<file path="src/rtl/core/rgbm_pkg.sv">
// Package for the RGB LED mode controller.
// Holds the shared constants, state codes and the stage structs.
// No dependencies.
package rgbm_pkg;

  localparam logic [16:0] DELAY_STEP  = 17'd1000;
  localparam logic [16:0] DELAY_MIN   = 17'd1000;
  localparam logic [16:0] DELAY_MAX   = 17'd100000;
  localparam logic [16:0] MANUAL_WAIT = 17'd100000;
  localparam logic [7:0]  HOLD_LIMIT  = 8'd150;
  localparam logic [7:0]  LONG_HOLD   = 8'd100;
  localparam logic [7:0]  LEVEL_LOW   = 8'd2;
  localparam logic [7:0]  LEVEL_HIGH  = 8'd254;
  localparam logic [7:0]  NUDGE_MIN   = 8'd20;
  localparam logic [15:0] PWM_LOAD_RESET = 16'd11362;

  // floor(x / 125) == (x * RECIP_125) >> RECIP_SHIFT for every x below 2**21.
  localparam logic [21:0] RECIP_125   = 22'd2147484;
  localparam int          RECIP_SHIFT = 28;

  localparam logic CMD_TICK = 1'b0;
  localparam logic CMD_STEP = 1'b1;

  typedef enum logic [1:0] {
    MODE_AUTO  = 2'd0,
    MODE_RED   = 2'd1,
    MODE_BLUE  = 2'd2,
    MODE_GREEN = 2'd3
  } mode_t;

  typedef enum logic [1:0] {
    DEB_IDLE  = 2'd0,
    DEB_ARMED = 2'd1,
    DEB_HELD  = 2'd2
  } deb_t;

  typedef enum logic [1:0] {
    PH_RG = 2'd0,
    PH_GB = 2'd1,
    PH_BR = 2'd2
  } phase_t;

  typedef struct packed {
    mode_t       mode;
    logic [16:0] step_wait;
    logic [7:0]  red;
    logic [7:0]  green;
    logic [7:0]  blue;
  } levels_t;

  typedef struct packed {
    levels_t     lv;
    logic [14:0] red_width;
    logic [14:0] green_width;
    logic [14:0] blue_width;
  } result_t;

endpackage

</file>
<file path="src/rtl/core/rgbm_ctrl.sv">
// Button debouncers, mode selection and colour stepping for the controller.
// Updates the state on each accepted beat and shows the post-beat snapshot.
// Depends on rgbm_pkg.
module rgbm_ctrl (
  input  logic              clk,
  input  logic              rst,
  input  logic              accept,
  input  logic              command,
  input  logic              down_pressed,
  input  logic              up_pressed,
  output rgbm_pkg::levels_t snap
);

  rgbm_pkg::deb_t   down_state, down_state_next;
  rgbm_pkg::deb_t   up_state, up_state_next;
  logic [7:0]       press_count, press_count_next;
  logic [7:0]       hold_count, hold_count_next;
  logic             down_held, down_held_next;
  rgbm_pkg::mode_t  mode, mode_next;
  logic [16:0]      fade_delay, fade_delay_next;
  rgbm_pkg::phase_t phase, phase_next;
  logic [7:0]       red, red_next;
  logic [7:0]       green, green_next;
  logic [7:0]       blue, blue_next;

  function automatic logic [7:0] nudge(input logic [7:0] v, input logic dn, input logic up);
    logic [7:0] r;
    r = v;
    if (dn) begin
      r = r - 8'd1;
      if (r < rgbm_pkg::NUDGE_MIN) r = rgbm_pkg::NUDGE_MIN;
    end
    if (up) begin
      r = r + 8'd1;
      if (r > rgbm_pkg::LEVEL_HIGH) r = rgbm_pkg::LEVEL_HIGH;
    end
    return r;
  endfunction

  always_comb begin
    down_state_next  = down_state;
    up_state_next    = up_state;
    press_count_next = press_count;
    hold_count_next  = hold_count;
    down_held_next   = down_held;
    mode_next        = mode;
    fade_delay_next  = fade_delay;
    phase_next       = phase;
    red_next         = red;
    green_next       = green;
    blue_next        = blue;
    if (accept) begin
      if (command == rgbm_pkg::CMD_TICK) begin
        if (down_pressed) begin
          if (down_state == rgbm_pkg::DEB_ARMED) begin
            down_state_next = rgbm_pkg::DEB_HELD;
            down_held_next  = 1'b1;
            if (hold_count > rgbm_pkg::LONG_HOLD) begin
              press_count_next = press_count + 8'd1;
            end else begin
              press_count_next = 8'd0;
            end
            if (fade_delay < rgbm_pkg::DELAY_MIN + rgbm_pkg::DELAY_STEP) begin
              fade_delay_next = rgbm_pkg::DELAY_MIN;
            end else begin
              fade_delay_next = fade_delay - rgbm_pkg::DELAY_STEP;
            end
          end else if (down_state != rgbm_pkg::DEB_HELD) begin
            down_state_next = rgbm_pkg::DEB_ARMED;
          end
        end else begin
          if (down_state == rgbm_pkg::DEB_HELD) down_held_next = 1'b0;
          down_state_next = rgbm_pkg::DEB_IDLE;
        end

        if (up_pressed) begin
          case (up_state)
            rgbm_pkg::DEB_ARMED: begin
              up_state_next = rgbm_pkg::DEB_HELD;
              if (fade_delay_next + rgbm_pkg::DELAY_STEP > rgbm_pkg::DELAY_MAX) begin
                fade_delay_next = rgbm_pkg::DELAY_MAX;
              end else begin
                fade_delay_next = fade_delay_next + rgbm_pkg::DELAY_STEP;
              end
            end
            rgbm_pkg::DEB_HELD: begin
              if (hold_count < rgbm_pkg::HOLD_LIMIT) hold_count_next = hold_count + 8'd1;
            end
            default: begin
              up_state_next = rgbm_pkg::DEB_ARMED;
            end
          endcase
        end else begin
          if (up_state == rgbm_pkg::DEB_HELD) begin
            hold_count_next  = 8'd0;
            press_count_next = 8'd0;
          end
          up_state_next = rgbm_pkg::DEB_IDLE;
        end

        if (hold_count_next > rgbm_pkg::LONG_HOLD) begin
          if (press_count_next == 8'd1) begin
            mode_next = rgbm_pkg::MODE_RED;
          end else if (press_count_next == 8'd2) begin
            mode_next = rgbm_pkg::MODE_BLUE;
          end else if (press_count_next == 8'd0 && down_held_next) begin
            mode_next = rgbm_pkg::MODE_GREEN;
          end
        end
      end else begin
        case (mode)
          rgbm_pkg::MODE_AUTO: begin
            case (phase)
              rgbm_pkg::PH_RG: begin
                red_next   = red - 8'd1;
                green_next = green + 8'd1;
                if (red_next == rgbm_pkg::LEVEL_LOW && green_next == rgbm_pkg::LEVEL_HIGH) begin
                  phase_next = rgbm_pkg::PH_GB;
                end
              end
              rgbm_pkg::PH_GB: begin
                green_next = green - 8'd1;
                blue_next  = blue + 8'd1;
                if (green_next == rgbm_pkg::LEVEL_LOW && blue_next == rgbm_pkg::LEVEL_HIGH) begin
                  phase_next = rgbm_pkg::PH_BR;
                end
              end
              rgbm_pkg::PH_BR: begin
                blue_next = blue - 8'd1;
                red_next  = red + 8'd1;
                if (blue_next == rgbm_pkg::LEVEL_LOW && red_next == rgbm_pkg::LEVEL_HIGH) begin
                  phase_next = rgbm_pkg::PH_RG;
                end
              end
              default: begin
                phase_next = phase;
              end
            endcase
          end
          rgbm_pkg::MODE_RED: begin
            blue_next  = rgbm_pkg::LEVEL_LOW;
            green_next = rgbm_pkg::LEVEL_LOW;
            red_next   = nudge(red, down_pressed, up_pressed);
          end
          rgbm_pkg::MODE_BLUE: begin
            red_next   = rgbm_pkg::LEVEL_LOW;
            green_next = rgbm_pkg::LEVEL_LOW;
            blue_next  = nudge(blue, down_pressed, up_pressed);
          end
          default: begin
            blue_next  = rgbm_pkg::LEVEL_LOW;
            red_next   = rgbm_pkg::LEVEL_LOW;
            green_next = nudge(green, down_pressed, up_pressed);
          end
        endcase
      end
    end
  end

  always_ff @(posedge clk) begin
    if (rst) begin
      down_state  <= rgbm_pkg::DEB_IDLE;
      up_state    <= rgbm_pkg::DEB_IDLE;
      press_count <= 8'd0;
      hold_count  <= 8'd0;
      down_held   <= 1'b0;
      mode        <= rgbm_pkg::MODE_AUTO;
      fade_delay  <= rgbm_pkg::DELAY_MAX;
      phase       <= rgbm_pkg::PH_RG;
      red         <= rgbm_pkg::LEVEL_HIGH;
      green       <= rgbm_pkg::LEVEL_LOW;
      blue        <= rgbm_pkg::LEVEL_LOW;
    end else begin
      down_state  <= down_state_next;
      up_state    <= up_state_next;
      press_count <= press_count_next;
      hold_count  <= hold_count_next;
      down_held   <= down_held_next;
      mode        <= mode_next;
      fade_delay  <= fade_delay_next;
      phase       <= phase_next;
      red         <= red_next;
      green       <= green_next;
      blue        <= blue_next;
    end
  end

  always_comb begin
    snap.mode      = mode_next;
    snap.step_wait = (mode_next == rgbm_pkg::MODE_AUTO) ? fade_delay_next
                                                        : rgbm_pkg::MANUAL_WAIT;
    snap.red       = red_next;
    snap.green     = green_next;
    snap.blue      = blue_next;
  end

endmodule

</file>
<file path="src/rtl/core/rgbm_scale.sv">
// Two-stage pulse width scaler: level times PWM load, then divide by 1000.
// The divide is a shift by three and a reciprocal multiply by 1/125.
// Depends on rgbm_pkg.
module rgbm_scale (
  input  logic              clk,
  input  logic              rst,
  input  logic              in_valid,
  output logic              in_ready,
  input  rgbm_pkg::levels_t in_lv,
  input  logic [15:0]       load,
  output logic              out_valid,
  input  logic              out_ready,
  output rgbm_pkg::result_t out_res
);

  logic              prod_valid;
  logic              prod_ready;
  rgbm_pkg::levels_t prod_lv;
  logic [23:0]       red_prod;
  logic [23:0]       green_prod;
  logic [23:0]       blue_prod;

  function automatic logic [14:0] div1000(input logic [23:0] p);
    logic [42:0] full;
    full = 43'(p[23:3]) * 43'(rgbm_pkg::RECIP_125);
    return full[rgbm_pkg::RECIP_SHIFT +: 15];
  endfunction

  assign prod_ready = !out_valid || out_ready;
  assign in_ready   = !prod_valid || prod_ready;

  always_ff @(posedge clk) begin
    if (rst) begin
      prod_valid <= 1'b0;
      out_valid  <= 1'b0;
    end else begin
      if (in_ready) prod_valid <= in_valid;
      if (prod_ready) out_valid <= prod_valid;
    end
  end

  always_ff @(posedge clk) begin
    if (in_ready && in_valid) begin
      prod_lv    <= in_lv;
      red_prod   <= 24'(in_lv.red) * 24'(load);
      green_prod <= 24'(in_lv.green) * 24'(load);
      blue_prod  <= 24'(in_lv.blue) * 24'(load);
    end
    if (prod_ready && prod_valid) begin
      out_res.lv          <= prod_lv;
      out_res.red_width   <= div1000(red_prod);
      out_res.green_width <= div1000(green_prod);
      out_res.blue_width  <= div1000(blue_prod);
    end
  end

endmodule

</file>
<file path="src/rtl/core/rgb_led_mode_controller.sv">
// Top level of the RGB LED mode controller.
// Instantiates rgbm_ctrl and rgbm_scale; depends on rgbm_pkg.
//
// Each input beat on the s_ side is a debounce tick (s_tuser low) or a colour
// step (s_tuser high), with the two button levels in s_tdata. Every beat
// yields exactly one result beat on the m_ side with the mode, the wait before
// the next step, the three levels and the three pulse widths.
// The controller state is updated in the cycle a beat is accepted; the
// snapshot then passes a stage register, the product register and the output
// register, which holds the result beat until it is taken on the m_ side.
// One beat is taken every cycle while results are drained; the rate is set
// by the single state update per cycle in rgbm_ctrl.
// When m_tready is low, results fill the three stages and s_tready drops only
// once all three hold a result. cfg_data loads the PWM period whenever
// cfg_valid is high; it should only change while no beat is in flight.
// Reset is synchronous: the state returns to auto fade with red at 254, the
// fade delay at 100000, the PWM period at 11362 and all stages empty.
module rgb_led_mode_controller (
  input  logic        clk,
  input  logic        rst,
  input  logic        s_tvalid,
  output logic        s_tready,
  input  logic [7:0]  s_tdata,   // down_button_pressed, up_button_pressed, zeros
  input  logic        s_tuser,   // command
  output logic        m_tvalid,
  input  logic        m_tready,
  // current_mode, step_wait, red_level, green_level, blue_level,
  // red_width, green_width, blue_width
  output logic [87:0] m_tdata,
  input  logic        cfg_valid,
  output logic        cfg_ready,
  input  logic [15:0] cfg_data
);

  logic              accept;
  logic              stage_valid;
  logic              stage_ready;
  logic              scale_ready;
  logic [15:0]       pwm_load;
  rgbm_pkg::levels_t snap;
  rgbm_pkg::levels_t stage_lv;
  rgbm_pkg::result_t res;

  assign cfg_ready   = 1'b1;
  assign stage_ready = !stage_valid || scale_ready;
  assign s_tready    = stage_ready;
  assign accept      = s_tvalid && s_tready;

  always_ff @(posedge clk) begin
    if (rst) begin
      pwm_load    <= rgbm_pkg::PWM_LOAD_RESET;
      stage_valid <= 1'b0;
    end else begin
      if (cfg_valid) pwm_load <= cfg_data;
      if (stage_ready) stage_valid <= accept;
    end
  end

  always_ff @(posedge clk) begin
    if (accept) stage_lv <= snap;
  end

  rgbm_ctrl u_ctrl (
    .clk          (clk),
    .rst          (rst),
    .accept       (accept),
    .command      (s_tuser),
    .down_pressed (s_tdata[0]),
    .up_pressed   (s_tdata[1]),
    .snap         (snap)
  );

  rgbm_scale u_scale (
    .clk       (clk),
    .rst       (rst),
    .in_valid  (stage_valid),
    .in_ready  (scale_ready),
    .in_lv     (stage_lv),
    .load      (pwm_load),
    .out_valid (m_tvalid),
    .out_ready (m_tready),
    .out_res   (res)
  );

  assign m_tdata = {res.blue_width, res.green_width, res.red_width,
                    res.lv.blue, res.lv.green, res.lv.red,
                    res.lv.step_wait, res.lv.mode};

  a_stall_only_when_full: assert property (@(posedge clk) disable iff (rst)
    !s_tready |-> (m_tvalid && stage_valid))
    else $error("input stalled while a stage was free");

  a_manual_wait: assert property (@(posedge clk) disable iff (rst)
    (m_tvalid && res.lv.mode != rgbm_pkg::MODE_AUTO) |->
      (res.lv.step_wait == rgbm_pkg::MANUAL_WAIT))
    else $error("manual mode result with wrong wait");

  a_auto_wait_range: assert property (@(posedge clk) disable iff (rst)
    (m_tvalid && res.lv.mode == rgbm_pkg::MODE_AUTO) |->
      (res.lv.step_wait >= rgbm_pkg::DELAY_MIN && res.lv.step_wait <= rgbm_pkg::DELAY_MAX))
    else $error("fade delay out of range");

  a_zero_level_width: assert property (@(posedge clk) disable iff (rst)
    (m_tvalid && res.lv.red == 8'd0) |-> (res.red_width == 15'd0))
    else $error("nonzero width for a dark channel");

endmodule

</file>
<file path="config.mk">
export PLATFORM = sky130hd
export DESIGN_NAME = rgb_led_mode_controller
export DESIGN_NICKNAME = d
export VERILOG_FILES = /design/src/rtl/core/rgbm_pkg.sv /design/src/rtl/core/rgbm_ctrl.sv /design/src/rtl/core/rgbm_scale.sv /design/src/rtl/core/rgb_led_mode_controller.sv
export SDC_FILE = /design/constraint.sdc
export NUM_CORES = 2
export LEC_CHECK = 0
export BUFFER_PORTS_ARGS = -buffer_cell sky130_fd_sc_hd__buf_2
export CORE_ASPECT_RATIO = 1.4
export CORE_MARGIN = 4
export CORE_UTILIZATION = 60
export DETAILED_ROUTE_END_ITERATION = 16
export HOLD_SLACK_MARGIN = 0.1
export PLACE_DENSITY_LB_ADDON = 0.2
export SYNTH_ARGS = -nofsm -noshare
export SYNTH_HDL_FRONTEND = slang
export SYNTH_HIERARCHICAL = 1
export SYNTH_SLANG_ARGS = --single-unit
</file>
<file path="constraint.sdc">
create_clock -name clk -period 6.8 [get_ports clk]
set_input_delay 0.68 -clock clk [delete_from_list [all_inputs] [get_ports clk]]
set_output_delay 0.68 -clock clk [all_outputs]
set_load 0.005 [all_outputs]
</file>
==> run summary <==
#FFs+latches synth - 322
DIE HEIGHT - 327 um
Ports - 121
first-pass GRT wire length - 171,000 um
combined area of the multi-input logic cells - 31,200 um^2
Die X - 236 um
routed length per instance - 18.8 um
Mapped Cells - 4,529
Setup Total Neg Slack - 0 ps
largest cells by area after synthesis - fa_1, ha_1, edfxtp_1
Crit. End Element - flop
Slew Viols, Final - 0
clock skew - 21.7 ps
met2 WL post-DR - 53,500 um
final period utilization - 0.929
DR vias/cell - 5.81
CTS Buf Count - 39
uppermost layer routed - met5
post-DP HPWL - 82,300 um
Seq/Total Area, Yosys - 0.202
Clock transition at path regs - 50 ps
outcome - completed
WL final - 104,000 um
placed cell count - 5,461
crit-path cells - ha_1, ha_1, fa_1, inv_1, fa_1, inv_1, fa_1, fa_1, inv_1, fa_1, inv_1, ha_1, nand4_1, nor4_1, nand2_1, o211ai_1, o311ai_1, a21oi_1, a221oi_2, xnor2_1
register area - 8820 um^2
routed vias - 32.2k
buffers and inverters on the worst path - 4
clk buf depth - 3
biggest cell delay along the critical path - 550 ps
critical path's most frequent cell - fa_1
synthesized area per cell - 9.64 um^2
Post-CTS Setup Inserts - 0
Antenna Diode Count - 0
initial core utilization - 0.608
final cell count without fillers - 5,531
Layout fillers - 5,888
largest net degree at the start of global routing - 75
Synth Cell Area - 43,700 um^2
Worst Path Required - 7120 ps
syn nets - 5,759
Die ar. - 77,200 um^2
TritonCTS clock tree - done
Final min period - 6320 ps
CTS Root Cell - clkbuf_16
Main synth FF type - edfxtp_1
Placer Congestion - 0.947
Final Hold Vio Count - 0
initial antenna violation count - 1
GRT Total Usage - 0.271
CP startpoint kind - flop
top cell type's share of synthesized area - 0.241
maximum clock frequency - 0.158 GHz
CP max stage cell - edfxtp_1
r2r worst-path depth - 20
H-tree levels - 2
ys async rst share - 0
met3 routed WL - 4900 um
post-route ant nets - 0
Crit path depth - 20
most numerous cell in the Yosys netlist - inv_1
DRC Markers - 0
Synth top cells by count - inv_1, ha_1, fa_1, nand2_1, edfxtp_1
CP arrival - 6640 ps
met1 WL - 41,100 um
post-synth top area cell - fa_1
hold_ws - 307 ps
Port Buf Inserts - 113
worst-path fanout max - 6
Initial DRC Count - 1,755
worst slew pin tran - 1080 ps
std cell rows - 116
share of post-route cells with drive strength above 1 - 0.0619
Core ar. - 71,800 um^2
clk sinks - 322
TritonRoute pass-1 iters - 6
Max Cap Viol - 0
Post-synth EDFFs - 237
Crit path max-delay family - adder cells
Post-CTS Hold Fix Bufs - 0
Synth cell types - 114
flop2flop setup slack - 480 ps
synth-to-layout area growth - 6.11%
Slew headroom - 0.277
CTS resizes - 0
vias in the first global route - 33.4k
yosys warns - 6
total congestion overflow - 0
nets@finish - 5,788
clock latency on the worst-skew pair - 590 ps
hold depth - 2
critical path class - reg2reg
Worst Hold Class - in2reg
final setup vio count - 0
RSZ-0062 raised after global routing - no
registers in the layout, indices dropped and copies added, names as in the netlist:
name                count
u_ctrl/down_state       2
u_scale/blue_prod      21
u_ctrl/green            8
u_ctrl/press_count      8
u_ctrl/red              8
u_ctrl/hold_count       8
u_ctrl/fade_delay      17
u_scale/out_res        88
u_ctrl/down_held        1
u_scale/green_prod     21
u_scale/red_prod       21
stage_valid             1
pwm_load               16
u_scale/prod_lv        43
u_ctrl/phase            2
u_scale/out_valid       1
stage_lv               43
u_ctrl/up_state         2
u_ctrl/blue             8
u_ctrl/mode             2
u_scale/prod_valid      1
kinds of logic after synthesis:
kind of cell	Yosys count	share of synthesized area
AOI/OAI and AO/OA	677	0.108
xor gates and xnor gates	151	0.0305
adders and majority gates	1200	0.434
buffers and inverters	953	0.0831
DFF	322	0.202
muxes	28	0.00676
other	1	0.0000859
and+or+nand+nor	1197	0.136
cell type report:
type | instances | share of cell area
clock buffers | 46 | 0.0223
clock inverters | 24 | 0.00556
inverters | 791 | 0.0641
multi-input cells | 3254 | 0.674
flip-flops and latches | 322 | 0.190
well taps | 944 | 0.0255
repair buffers | 150 | 0.0182
placed cells by master, fill, tap and decap left out, drive strengths merged, types with 12 or more instances in the layout:
master	count
clkbuf	46
nor3b	14
nand3	84
a31oi	37
a211oi	25
nand2b	24
nor4	15
nand4	27
mux2i	22
dfxtp	85
a21oi	162
xor2	50
fa	525
o21bai	12
o31ai	19
nor2	219
a221oi	12
a21o	65
nor3	93
xnor2	101
edfxtp	237
a211o	16
nand2	380
nand3b	14
o21ai	123
o21a	24
inv	798
ha	675
or3	19
a22oi	14
and3	33
o211ai	22
buf	150
and2	180
o22ai	24
a2111oi	12
a311oi	12
nor2b	50
or2	17
metrics by stage:
step	setup WS [ps]	util	instance area [um^2]
6_report	481	0.645	46300
5_1_grt	272	0.645	46300
4_1_cts	541	0.645	46300
3_5_place_dp	571	0.627	45000
3_3_place_gp	648	0.627	45000
2_1_floorplan	1270	-	43700
worst paths after layout:
check | start | end
setup / recovery | u_scale/blue_prod[10] | u_scale/out_res[13]
hold / removal | cfg_data[11] | pwm_load[11]
setup reg to reg | u_scale/blue_prod[10] | u_scale/out_res[13]
hold reg to reg | u_scale/prod_lv[7] | u_scale/out_res[52]
metal layers:
layer	GRT usage	vias to the layer above
li1	-	15200
met1	0.329	15800
met2	0.496	852
met3	0.0314	247
met4	0.0986	2
met5	0	-
Power is left out: the tool's default activity adds up to more than one toggle a clock period on the data nets, which glitch-free logic cannot reach.
